## src/design/pcrw_pkg.sv

```systemverilog
// ============================================================================
// pcrw_pkg
// Shared types, codes and lookups for the packet class counter / rate watch.
// ============================================================================
package pcrw_pkg;

  // counter width; reported values are the low 32 bits
  localparam int COUNT_WIDTH = 32;
  localparam int CMP_W       = (COUNT_WIDTH > 32) ? COUNT_WIDTH : 32;

  typedef logic [COUNT_WIDTH-1:0] count_t;

  typedef enum logic [1:0] {
    CMD_PACKET = 2'd0,
    CMD_TICK   = 2'd1,
    CMD_READ   = 2'd2,
    CMD_NONE   = 2'd3
  } cmd_t;

  // IP protocol numbers
  localparam logic [7:0] PROTO_ICMP = 8'd1;
  localparam logic [7:0] PROTO_IGMP = 8'd2;
  localparam logic [7:0] PROTO_TCP  = 8'd6;
  localparam logic [7:0] PROTO_UDP  = 8'd17;

  // service ports
  localparam logic [15:0] PORT_FTP_DATA = 16'd20;
  localparam logic [15:0] PORT_FTP_CTRL = 16'd21;
  localparam logic [15:0] PORT_SSH      = 16'd22;
  localparam logic [15:0] PORT_DNS      = 16'd53;
  localparam logic [15:0] PORT_DHCP     = 16'd67;
  localparam logic [15:0] PORT_HTTP     = 16'd80;
  localparam logic [15:0] PORT_HTTPS    = 16'd443;

  // protocol counter memory
  localparam int NUM_PROTO = 5;
  localparam int PROTO_AW  = $clog2(NUM_PROTO);
  localparam logic [PROTO_AW-1:0] PA_ICMP  = 3'd0;
  localparam logic [PROTO_AW-1:0] PA_IGMP  = 3'd1;
  localparam logic [PROTO_AW-1:0] PA_TCP   = 3'd2;
  localparam logic [PROTO_AW-1:0] PA_UDP   = 3'd3;
  localparam logic [PROTO_AW-1:0] PA_OTHER = 3'd4;

  // service counter memory
  localparam int NUM_SVC = 6;
  localparam int SVC_AW  = $clog2(NUM_SVC);
  localparam logic [SVC_AW-1:0] SA_HTTP  = 3'd0;
  localparam logic [SVC_AW-1:0] SA_HTTPS = 3'd1;
  localparam logic [SVC_AW-1:0] SA_DNS   = 3'd2;
  localparam logic [SVC_AW-1:0] SA_DHCP  = 3'd3;
  localparam logic [SVC_AW-1:0] SA_SSH   = 3'd4;
  localparam logic [SVC_AW-1:0] SA_FTP   = 3'd5;

  // external counter indexes
  localparam logic [3:0] CI_TOTAL = 4'd0;
  localparam logic [3:0] CI_ICMP  = 4'd1;
  localparam logic [3:0] CI_OTHER = 4'd5;
  localparam logic [3:0] CI_HTTP  = 4'd6;
  localparam logic [3:0] CI_FTP   = 4'd11;

  typedef enum logic [1:0] {
    RD_NONE  = 2'd0,
    RD_TOTAL = 2'd1,
    RD_PROTO = 2'd2,
    RD_SVC   = 2'd3
  } rd_sel_t;

  typedef struct packed {
    logic              hit;
    logic [SVC_AW-1:0] addr;
  } svc_sel_t;

  // result beat, last field in the low bits
  typedef struct packed {
    logic [47:0] attacker_mac;
    logic [15:0] attacker_port;
    logic [31:0] attacker_addr;
    logic        attacker_valid;
    logic [31:0] peak_interval;
    logic [31:0] interval_count;
    logic [31:0] counter_value;
  } result_t;

  localparam int FIFO_DEPTH = 3;
  localparam int FIFO_AW    = 2;
  localparam int FIFO_LW    = 2;

  function automatic svc_sel_t svc_lookup(logic [15:0] port);
    svc_sel_t s;
    s.hit  = 1'b1;
    s.addr = SA_HTTP;
    unique case (port)
      PORT_HTTP:     s.addr = SA_HTTP;
      PORT_HTTPS:    s.addr = SA_HTTPS;
      PORT_DNS:      s.addr = SA_DNS;
      PORT_DHCP:     s.addr = SA_DHCP;
      PORT_SSH:      s.addr = SA_SSH;
      PORT_FTP_DATA: s.addr = SA_FTP;
      PORT_FTP_CTRL: s.addr = SA_FTP;
      default:       s.hit  = 1'b0;
    endcase
    return s;
  endfunction

endpackage

```

## src/design/packet_class_counter_rate_watch_unit.sv

```systemverilog
// ============================================================================
// packet_class_counter_rate_watch_unit
// Packet class counters with per-interval rate watch and attacker capture.
// ============================================================================
// Takes one beat per clock while the result queue has room: a parsed packet
// header, an interval-end tick or a counter read (tuser selects), and returns
// exactly one result beat for each. A result passes the stage 1 registers
// and the result queue before it shows on the master side. The protocol and
// service counters live in two small synchronous RAMs with one read port
// each; every beat reads its entry on acceptance and a packet beat writes
// the incremented value back in the following cycle, with the previous write
// forwarded when consecutive beats hit the same counter. A three-deep result
// queue lets input keep flowing while the output side stalls; tready drops
// only when the queue plus the beat in the update stage fill it.
// rate_threshold is taken any time (cfg_ready is tied high) and should be
// written while idle.
// ============================================================================
module packet_class_counter_rate_watch_unit (
  input  logic         clk,
  input  logic         rst,
  // input beats
  input  logic         s_tvalid,
  output logic         s_tready,
  // ip_protocol[7:0], syn_flag[8], ack_flag[9], source_port[25:10],
  // dest_port[41:26], source_addr[73:42], source_mac[121:74],
  // counter_index[125:122], zero[127:126]
  input  logic [127:0] s_tdata,
  // command[1:0]
  input  logic [1:0]   s_tuser,
  // result beats
  output logic         m_tvalid,
  input  logic         m_tready,
  // counter_value[31:0], interval_count[63:32], peak_interval[95:64],
  // attacker_valid[96], attacker_addr[128:97], attacker_port[144:129],
  // attacker_mac[192:145], zero[199:193]
  output logic [199:0] m_tdata,
  // rate_threshold write
  input  logic         cfg_valid,
  output logic         cfg_ready,
  input  logic [31:0]  cfg_data
);

  localparam int PAW = pcrw_pkg::PROTO_AW;
  localparam int SAW = pcrw_pkg::SVC_AW;

  // --------------------------------------------------------------------------
  // configuration
  // --------------------------------------------------------------------------
  logic [31:0] rate_threshold;

  assign cfg_ready = 1'b1;

  always_ff @(posedge clk) begin
    if (rst) begin
      rate_threshold <= 32'd300;
    end else if (cfg_valid && cfg_ready) begin
      rate_threshold <= cfg_data;
    end
  end

  // --------------------------------------------------------------------------
  // stage 0: decode accepted beat, issue counter reads
  // --------------------------------------------------------------------------
  logic           in_accept;
  pcrw_pkg::cmd_t in_cmd;
  logic [7:0]     in_proto;
  logic           in_syn;
  logic           in_ack;
  logic [15:0]    in_sport;
  logic [15:0]    in_dport;
  logic [31:0]    in_addr;
  logic [47:0]    in_mac;
  logic [3:0]     in_index;

  assign in_accept = s_tvalid && s_tready;
  assign in_cmd    = pcrw_pkg::cmd_t'(s_tuser);
  assign in_proto  = s_tdata[7:0];
  assign in_syn    = s_tdata[8];
  assign in_ack    = s_tdata[9];
  assign in_sport  = s_tdata[25:10];
  assign in_dport  = s_tdata[41:26];
  assign in_addr   = s_tdata[73:42];
  assign in_mac    = s_tdata[121:74];
  assign in_index  = s_tdata[125:122];

  logic [PAW-1:0]      d_proto_addr;
  logic [PAW-1:0]      d_proto_raddr;
  logic                d_proto_we;
  pcrw_pkg::svc_sel_t  d_svc;
  logic [SAW-1:0]      d_svc_raddr;
  logic                d_svc_we;
  pcrw_pkg::rd_sel_t   d_rd_sel;
  logic [PAW-1:0]      d_rd_proto;
  logic [SAW-1:0]      d_rd_svc;
  logic                d_capture;
  logic                is_packet;
  logic                is_tcp;
  logic                is_udp;

  always_comb begin
    is_packet = (in_cmd == pcrw_pkg::CMD_PACKET);
    is_tcp    = (in_proto == pcrw_pkg::PROTO_TCP);
    is_udp    = (in_proto == pcrw_pkg::PROTO_UDP);

    unique case (in_proto)
      pcrw_pkg::PROTO_ICMP: d_proto_addr = pcrw_pkg::PA_ICMP;
      pcrw_pkg::PROTO_IGMP: d_proto_addr = pcrw_pkg::PA_IGMP;
      pcrw_pkg::PROTO_TCP:  d_proto_addr = pcrw_pkg::PA_TCP;
      pcrw_pkg::PROTO_UDP:  d_proto_addr = pcrw_pkg::PA_UDP;
      default:              d_proto_addr = pcrw_pkg::PA_OTHER;
    endcase

    // service: TCP SYN uses dest port, else ACK the source port; also UDP DNS
    priority if (is_tcp && in_syn) begin
      d_svc = pcrw_pkg::svc_lookup(in_dport);
    end else if (is_tcp && in_ack) begin
      d_svc = pcrw_pkg::svc_lookup(in_sport);
    end else if (is_udp && in_dport == pcrw_pkg::PORT_DNS) begin
      d_svc = '{hit: 1'b1, addr: pcrw_pkg::SA_DNS};
    end else begin
      d_svc = '{hit: 1'b0, addr: pcrw_pkg::SA_HTTP};
    end

    d_rd_proto = PAW'(in_index - pcrw_pkg::CI_ICMP);
    d_rd_svc   = SAW'(in_index - pcrw_pkg::CI_HTTP);
    priority if (in_cmd != pcrw_pkg::CMD_READ) begin
      d_rd_sel = pcrw_pkg::RD_NONE;
    end else if (in_index == pcrw_pkg::CI_TOTAL) begin
      d_rd_sel = pcrw_pkg::RD_TOTAL;
    end else if (in_index <= pcrw_pkg::CI_OTHER) begin
      d_rd_sel = pcrw_pkg::RD_PROTO;
    end else if (in_index <= pcrw_pkg::CI_FTP) begin
      d_rd_sel = pcrw_pkg::RD_SVC;
    end else begin
      d_rd_sel = pcrw_pkg::RD_NONE;
    end

    d_proto_we    = is_packet;
    d_svc_we      = is_packet && d_svc.hit;
    d_proto_raddr = (d_rd_sel == pcrw_pkg::RD_PROTO) ? d_rd_proto : d_proto_addr;
    d_svc_raddr   = (d_rd_sel == pcrw_pkg::RD_SVC) ? d_rd_svc : d_svc.addr;
    d_capture     = is_packet && is_tcp &&
                    (in_dport == pcrw_pkg::PORT_HTTP ||
                     in_dport == pcrw_pkg::PORT_HTTPS ||
                     in_dport == pcrw_pkg::PORT_DNS);
  end

  // --------------------------------------------------------------------------
  // stage 1 registers
  // --------------------------------------------------------------------------
  logic              s1_valid;
  pcrw_pkg::cmd_t    s1_cmd;
  logic              s1_proto_we;
  logic [PAW-1:0]    s1_proto_addr;
  logic              s1_svc_we;
  logic [SAW-1:0]    s1_svc_addr;
  pcrw_pkg::rd_sel_t s1_rd_sel;
  logic              s1_capture;
  logic [15:0]       s1_dport;
  logic [31:0]       s1_addr;
  logic [47:0]       s1_mac;

  always_ff @(posedge clk) begin
    if (rst) begin
      s1_valid <= 1'b0;
    end else begin
      s1_valid <= in_accept;
    end
  end

  always_ff @(posedge clk) begin
    if (in_accept) begin
      s1_cmd        <= in_cmd;
      s1_proto_we   <= d_proto_we;
      s1_proto_addr <= d_proto_raddr;
      s1_svc_we     <= d_svc_we;
      s1_svc_addr   <= d_svc_raddr;
      s1_rd_sel     <= d_rd_sel;
      s1_capture    <= d_capture;
      s1_dport      <= in_dport;
      s1_addr       <= in_addr;
      s1_mac        <= in_mac;
    end
  end

  // --------------------------------------------------------------------------
  // counter memories
  // --------------------------------------------------------------------------
  logic                    proto_we;
  pcrw_pkg::count_t        proto_rdata;
  pcrw_pkg::count_t        proto_cur;
  pcrw_pkg::count_t        proto_wdata;
  logic                    svc_we;
  pcrw_pkg::count_t        svc_rdata;
  pcrw_pkg::count_t        svc_cur;
  pcrw_pkg::count_t        svc_wdata;

  pcrw_counter_ram #(
    .DEPTH (pcrw_pkg::NUM_PROTO),
    .WIDTH (pcrw_pkg::COUNT_WIDTH)
  ) u_proto_ram (
    .clk   (clk),
    .rst   (rst),
    .we    (proto_we),
    .waddr (s1_proto_addr),
    .wdata (proto_wdata),
    .re    (in_accept),
    .raddr (d_proto_raddr),
    .rdata (proto_rdata)
  );

  pcrw_counter_ram #(
    .DEPTH (pcrw_pkg::NUM_SVC),
    .WIDTH (pcrw_pkg::COUNT_WIDTH)
  ) u_svc_ram (
    .clk   (clk),
    .rst   (rst),
    .we    (svc_we),
    .waddr (s1_svc_addr),
    .wdata (svc_wdata),
    .re    (in_accept),
    .raddr (d_svc_raddr),
    .rdata (svc_rdata)
  );

  // last cycle's write, forwarded over the stale read of the same entry
  logic             pfw_valid;
  logic [PAW-1:0]   pfw_addr;
  pcrw_pkg::count_t pfw_data;
  logic             sfw_valid;
  logic [SAW-1:0]   sfw_addr;
  pcrw_pkg::count_t sfw_data;

  always_ff @(posedge clk) begin
    if (rst) begin
      pfw_valid <= 1'b0;
      sfw_valid <= 1'b0;
    end else begin
      pfw_valid <= proto_we;
      sfw_valid <= svc_we;
    end
  end

  always_ff @(posedge clk) begin
    pfw_addr <= s1_proto_addr;
    pfw_data <= proto_wdata;
    sfw_addr <= s1_svc_addr;
    sfw_data <= svc_wdata;
  end

  assign proto_cur   = (pfw_valid && pfw_addr == s1_proto_addr) ? pfw_data : proto_rdata;
  assign svc_cur     = (sfw_valid && sfw_addr == s1_svc_addr) ? sfw_data : svc_rdata;
  assign proto_wdata = proto_cur + pcrw_pkg::count_t'(1);
  assign svc_wdata   = svc_cur + pcrw_pkg::count_t'(1);
  assign proto_we    = s1_valid && s1_proto_we;
  assign svc_we      = s1_valid && s1_svc_we;

  // --------------------------------------------------------------------------
  // stage 1: scalar state update and result
  // --------------------------------------------------------------------------
  pcrw_pkg::count_t total_count, total_count_next;
  pcrw_pkg::count_t running_interval, running_interval_next;
  pcrw_pkg::count_t closed_interval, closed_interval_next;
  pcrw_pkg::count_t peak_count, peak_count_next;
  logic             attacker_seen, attacker_seen_next;
  logic [31:0]      attacker_ip, attacker_ip_next;
  logic [15:0]      attacker_port, attacker_port_next;
  logic [47:0]      attacker_mac, attacker_mac_next;
  pcrw_pkg::count_t read_value;
  logic             armed;
  pcrw_pkg::result_t result;

  always_comb begin
    total_count_next      = total_count;
    running_interval_next = running_interval;
    closed_interval_next  = closed_interval;
    peak_count_next       = peak_count;
    attacker_seen_next    = attacker_seen;
    attacker_ip_next      = attacker_ip;
    attacker_port_next    = attacker_port;
    attacker_mac_next     = attacker_mac;
    armed = pcrw_pkg::CMP_W'(closed_interval) > pcrw_pkg::CMP_W'(rate_threshold);

    if (s1_valid && s1_cmd == pcrw_pkg::CMD_PACKET) begin
      total_count_next      = total_count + pcrw_pkg::count_t'(1);
      running_interval_next = running_interval + pcrw_pkg::count_t'(1);
      if (s1_capture && armed) begin
        attacker_seen_next = 1'b1;
        attacker_ip_next   = s1_addr;
        attacker_port_next = s1_dport;
        attacker_mac_next  = s1_mac;
      end
    end
    if (s1_valid && s1_cmd == pcrw_pkg::CMD_TICK) begin
      closed_interval_next  = running_interval;
      running_interval_next = '0;
      if (peak_count < running_interval) begin
        peak_count_next = running_interval;
      end
    end

    unique case (s1_rd_sel)
      pcrw_pkg::RD_TOTAL: read_value = total_count;
      pcrw_pkg::RD_PROTO: read_value = proto_cur;
      pcrw_pkg::RD_SVC:   read_value = svc_cur;
      default:            read_value = '0;
    endcase

    result.counter_value  = 32'(read_value);
    result.interval_count = 32'(closed_interval_next);
    result.peak_interval  = 32'(peak_count_next);
    result.attacker_valid = attacker_seen_next;
    result.attacker_addr  = attacker_ip_next;
    result.attacker_port  = attacker_port_next;
    result.attacker_mac   = attacker_mac_next;
  end

  always_ff @(posedge clk) begin
    if (rst) begin
      total_count      <= '0;
      running_interval <= '0;
      closed_interval  <= '0;
      peak_count       <= '0;
      attacker_seen    <= 1'b0;
      attacker_ip      <= '0;
      attacker_port    <= '0;
      attacker_mac     <= '0;
    end else begin
      total_count      <= total_count_next;
      running_interval <= running_interval_next;
      closed_interval  <= closed_interval_next;
      peak_count       <= peak_count_next;
      attacker_seen    <= attacker_seen_next;
      attacker_ip      <= attacker_ip_next;
      attacker_port    <= attacker_port_next;
      attacker_mac     <= attacker_mac_next;
    end
  end

  // --------------------------------------------------------------------------
  // result queue and output
  // --------------------------------------------------------------------------
  logic [pcrw_pkg::FIFO_LW-1:0] fifo_level;
  logic [pcrw_pkg::FIFO_LW:0]   occupancy;
  pcrw_pkg::result_t            head;

  pcrw_result_fifo u_result_fifo (
    .clk        (clk),
    .rst        (rst),
    .push       (s1_valid),
    .push_data  (result),
    .pop        (m_tvalid && m_tready),
    .head_valid (m_tvalid),
    .head       (head),
    .level      (fifo_level)
  );

  // a beat in stage 1 already holds a queue slot
  assign occupancy = {1'b0, fifo_level} + {{pcrw_pkg::FIFO_LW{1'b0}}, s1_valid};
  assign s_tready  = occupancy < (pcrw_pkg::FIFO_LW + 1)'(pcrw_pkg::FIFO_DEPTH);
  assign m_tdata   = {7'b0, head};

  // --------------------------------------------------------------------------
  // assertions
  // --------------------------------------------------------------------------
  a_queue_room: assert property (@(posedge clk) disable iff (rst)
    occupancy <= (pcrw_pkg::FIFO_LW + 1)'(pcrw_pkg::FIFO_DEPTH))
    else $error("result queue overcommitted");

  a_peak_holds: assert property (@(posedge clk) disable iff (rst)
    (s1_valid && s1_cmd == pcrw_pkg::CMD_TICK) |=> (peak_count >= closed_interval))
    else $error("peak below closed interval after tick");

  a_svc_proto: assert property (@(posedge clk) disable iff (rst)
    svc_we |-> (s1_proto_addr == pcrw_pkg::PA_TCP || s1_proto_addr == pcrw_pkg::PA_UDP))
    else $error("service counted for non TCP/UDP packet");

  a_seen_sticky: assert property (@(posedge clk) disable iff (rst)
    !($fell(attacker_seen) && !$past(rst)))
    else $error("attacker record dropped without reset");

endmodule

```

## src/design/pcrw_counter_ram.sv

```systemverilog
// ============================================================================
// pcrw_counter_ram
// Small counter memory: one write, one registered read; entries read as zero
// until first written after reset.
// ============================================================================
module pcrw_counter_ram #(
  parameter int DEPTH = 8,
  parameter int WIDTH = 32,
  parameter int AW    = $clog2(DEPTH)
) (
  input  logic             clk,
  input  logic             rst,
  input  logic             we,
  input  logic [AW-1:0]    waddr,
  input  logic [WIDTH-1:0] wdata,
  input  logic             re,
  input  logic [AW-1:0]    raddr,
  output logic [WIDTH-1:0] rdata
);

  logic [WIDTH-1:0] mem [DEPTH];
  logic [DEPTH-1:0] written;

  always_ff @(posedge clk) begin
    if (we) begin
      mem[waddr] <= wdata;
    end
  end

  always_ff @(posedge clk) begin
    if (rst) begin
      written <= '0;
    end else if (we) begin
      written[waddr] <= 1'b1;
    end
  end

  // read before write on a same-address collision
  always_ff @(posedge clk) begin
    if (re) begin
      rdata <= written[raddr] ? mem[raddr] : '0;
    end
  end

endmodule

```

## src/design/pcrw_result_fifo.sv

```systemverilog
// ============================================================================
// pcrw_result_fifo
// Three-entry result queue between the update stage and the output port.
// ============================================================================
module pcrw_result_fifo (
  input  logic                         clk,
  input  logic                         rst,
  input  logic                         push,
  input  pcrw_pkg::result_t            push_data,
  input  logic                         pop,
  output logic                         head_valid,
  output pcrw_pkg::result_t            head,
  output logic [pcrw_pkg::FIFO_LW-1:0] level
);

  pcrw_pkg::result_t             slots [pcrw_pkg::FIFO_DEPTH];
  logic [pcrw_pkg::FIFO_AW-1:0]  wr_ptr;
  logic [pcrw_pkg::FIFO_AW-1:0]  rd_ptr;

  localparam logic [pcrw_pkg::FIFO_AW-1:0] LAST = pcrw_pkg::FIFO_AW'(pcrw_pkg::FIFO_DEPTH - 1);

  assign head_valid = (level != '0);
  assign head       = slots[rd_ptr];

  always_ff @(posedge clk) begin
    if (push) begin
      slots[wr_ptr] <= push_data;
    end
  end

  always_ff @(posedge clk) begin
    if (rst) begin
      wr_ptr <= '0;
      rd_ptr <= '0;
      level  <= '0;
    end else begin
      if (push) begin
        wr_ptr <= (wr_ptr == LAST) ? '0 : wr_ptr + 1'b1;
      end
      if (pop) begin
        rd_ptr <= (rd_ptr == LAST) ? '0 : rd_ptr + 1'b1;
      end
      unique case ({push, pop})
        2'b10:   level <= level + 1'b1;
        2'b01:   level <= level - 1'b1;
        default: level <= level;
      endcase
    end
  end

endmodule

```

## config.mk

```make
export PLATFORM = sky130hd
export DESIGN_NAME = packet_class_counter_rate_watch_unit
export DESIGN_NICKNAME = d
export VERILOG_FILES = /design/src/design/pcrw_pkg.sv /design/src/design/packet_class_counter_rate_watch_unit.sv /design/src/design/pcrw_counter_ram.sv /design/src/design/pcrw_result_fifo.sv
export SDC_FILE = /design/constraint.sdc
export NUM_CORES = 2
export LEC_CHECK = 0
export BUFFER_PORTS_ARGS = -buffer_cell sky130_fd_sc_hd__buf_4
export CORE_ASPECT_RATIO = 1.25
export CORE_MARGIN = 2
export CORE_UTILIZATION = 30
export CTS_BUF_LIST = sky130_fd_sc_hd__clkbuf_4 sky130_fd_sc_hd__clkbuf_8 sky130_fd_sc_hd__clkbuf_16
export DETAILED_ROUTE_END_ITERATION = 7
export PLACE_DENSITY = 0.56
export SLEW_MARGIN = 20
export SYNTH_ARGS = -nofsm -noshare
export SYNTH_HDL_FRONTEND = slang
export SYNTH_SLANG_ARGS = --single-unit
```

## constraint.sdc

```tcl
create_clock -name clk -period 44.3 [get_ports clk]
set_clock_uncertainty 0.2 [all_clocks]
set_input_delay 2.215 -clock clk [delete_from_list [all_inputs] [get_ports clk]]
set_output_delay 2.215 -clock clk [all_outputs]
set_load 0.02 [all_outputs]
```

==> metrics.md <==
| Metric | Value |
|---|---|
| Layout cell share with drive strength beyond 1 | 17.7% |
| Top Family by Delay on Critical Path | buffers and inverters |
| DRC viols | 0 |
| Type of origin of the critical path | flip-flop |
| Power density over the cells | 47.9 nW/um^2 |
| Initial Util | between 30 and 40% |
| Die ar. | 200000 sq um |
| Outcome | completed |
| Slew headroom | 20.9% |
| Final min period | approximately 6000 ps |
| YS warnings | 0 |
| TritonCTS Buffers | between 150 and 200 |
| Grt ovf | 0 |
| Post-Place Cells | 7135 |
| Placed cell areas | 64700 sq um |
| RSZ-0062 raised after global routing | false |
| CTS tree | built |
| Gpl congestion | 0.804 |
| Max-cap violations | 0 |
| Post-DRT Antenna Nets | 0 |
| # resized after CTS | 0 |
| Vias in the first global route | ~35000 |
| First-pass GRT wire length | 219000 um |
| Largest net degree at the start of global routing | 128 |
| Fmax | 168 MHz |
| Post-synth EDFFs | approximately 1100 |
| Top FF cell, synth | edfxtp_1 |
| Cts hold-fix bufs | 0 |
| Pre-antenna DRT Iters | 5 |
| Htree depth | 4 |
| Max IR drop VDD | 0.0434 mV |
| CP endpoint kind | output port |
| Initial drt markers | 2453 |
| Synth async-reset ratio | 0% |
| Final WL | 148000 um |
| Post-DR vias/cell | roughly 4.7 |
| Sequential share of the synthesized area | 68.0% |
| Layout Nets | a little under 5000 |
| Data required, critical path | 41880 ps |
| Insertion delay to the later sink of the worst-skew pair | 810 ps |
| Non-filler cells, final | 7431 |
| Std-Cell Rows | 182 |
| Count leader, synth | edfxtp_1 |
| Most used cell, CP | buf_4 |
| Final worst slack | 38340 ps |
| Fin. max-slew vios | 0 |
| Synth area leaders | edfxtp_1 (56%), dfxtp_1 (12%), mux2i_1 (8.3%) |
| Leading area contributor after synthesis | edfxtp_1 |
| Cell Area, Synth | roughly 59000 sq um |
| # IOs | 370 |
| Crit path kind | flip-flop to output port |
| Synthesized netlist cell count | 4363 |
| Synthesis-stage register bit count | around 1500 |
| Crit path max fanout | 44 |
| Post-CTS setup buffers | 0 |
| Longest Clk Path Bufs | 3 |
| DP Worst Slack | about 38000 ps |
| TNS Setup | 0 ps |
| Port bufs | 359 |
| WP data arrival | 3540 ps |
| Synth top cells by count | edfxtp_1 (1104), nand2_1 (606), mux2i_1 (487), dfxtp_1 (349), o21ai_0 (280) |
| Final HPWL DP | between 90000 and 100000 um |
| Library cells used by synthesis | 77 |
| WL per Instance | between 15 and 20 um |
| Via Count | 35300 |
| Yosys top cell area share | 56.2% |
| Clk root buf | clkbuf_16 |
| Hold crit path type | flip-flop to flip-flop |
| Die Width | 401 um |
| Die Span Y | 500 um |
| Max stage delay on crit path | just over 800 ps |
| Syn_area_per_cell | 13.5 sq um |
| Area Growth Syn to Fin | 19.1% |
| Tot GR Track Use | ~14% |
| Initial antenna violation count | 14 |
| Finish-stage setup viols | 0 |
| CTS Sinks | 1453 |
| Leak | 24.8 nW |
| Fin crit share | 13.4% |
| Final hold vios | 0 |
| Core Area | between 150000 and 200000 sq um |
| Slowest-stage cell, CP | dfxtp_4 |
| Clk slew on worst S/H paths | 60 ps |
| Crit-path cells | buf_4, mux2i_1, o21ai_0, buf_4 |
| WP buf/inv | 2 |
| Slew of the pin with the lowest slew margin | 1180 ps |
| Post-route cell area | 70300 sq um |
==> flip-flops by register name, indices dropped and copies added (netlist names), 48 cells and up, named ones only <==
| register | cells |
|---|---|
| s1_mac | 48 |
| u_svc_ram.mem | 192 |
| u_proto_ram.mem | 160 |
| attacker_mac | 48 |
| u_result_fifo.slots | 579 |
==> logic make-up after synthesis <==
kind of cell / share of synthesized area (%)
DFF: 68.0
and+or+nand+nor: 9.46
other: 0.0127
buffers and inverters: 2.23
AOI/OAI and AO/OA: 5.89
muxes: 10.8
xor gates and xnor gates: 2.00
adders and majority gates: 1.53
==> worst reg2reg max path, delay by kind of cell, from the launching register on <==
kind            cells  cell delay [ps]
flops               1              330
mux                 1              680
fa+ha+maj           1              290
compound gates      3              890
buf+inv             3             1630
simple gates        4             1380
==> power breakdown <==
group | internal [mW] | switching, mW
sequential | 1.54 | 0.0333
combinational | 0.146 | 0.269
clock | 0.832 | 0.553
total | 2.51 | 0.856
==> final timing paths <==
kind | cells past startpoint | slack, ps | from | to
worst max-delay path | 4 | 38340 | flip-flop | m_tdata[41]
worst min-delay path | 2 | 250 | attacker_ip[4] | attacker_ip[4]
worst min register to register | 2 | 250 | attacker_ip[4] | attacker_ip[4]
worst max register to register | 12 | 38660 | rate_threshold[20] | u_result_fifo.slots[0][158]
==> cells in the final DEF (no fill, tap or decap), types with 37 or more instances in the layout <==
cell | Yosys | layout
xnor2_1 | 82 | 82
o211ai_1 | 38 | 38
edfxtp_1 | 1104 | 1104
buf_4 | 15 | 419
mux2i_1 | 487 | 487
o21ai_0 | 280 | 279
dfxtp_1 | 349 | 347
ha_1 | 72 | 72
nor2_1 | 201 | 195
nand2_1 | 606 | 605
mux2_2 | 103 | 103
and2_1 | 137 | 135
clkbuf_4 | 0 | 41
a211oi_1 | 37 | 37
a21oi_1 | 69 | 68
xor2_1 | 53 | 53
nand4_1 | 45 | 45
clkbuf_16 | 0 | 159
nand3_1 | 46 | 46
inv_1 | 81 | 81
==> routing by layer <==
layer | vias up | wire length (um) | part of all wire (%) | track usage (%)
li1 | 16700 | - | - | -
met1 | 17400 | 66400 | 45 | 19.4
met2 | 915 | 67700 | 46 | 22.9
met3 | 197 | 10900 | 7.4 | 3.81
met4 | 8 | 3260 | 2.2 | 4.19
met5 | - | 53 | 0.036 | 0
==> per-stage QoR <==
| step | util [%] | power (mW) | hold WS [ps] |
|---|---|---|---|
| final | 35.9 | 3.37 | 254 |
| after global routing | 35.8 | 3.49 | 270 |
| after CTS | 35.8 | 3.41 | 257 |
| after detailed placement | 33.0 | 2.02 | 245 |
| after global placement | 33.0 | 2.02 | 238 |
| after floorplan | - | 1.84 | 231 |
==> final cells by class <==
cell class / instances / area, sq um
Inverter: 86 / 330
Fill cell: 18800 / 126000
Tap cell: 2576 / 3220
Clock buffer: 223 / 4600
Multi-Input combinational cell: 2597 / 17700
Timing Repair Buffer: 423 / 3230
Sequential cell: 1453 / 40100
Antenna cell: 6 / 15.0
Clock inverter: 67 / 1000
Note: power is estimated with default switching activity, not from simulation.
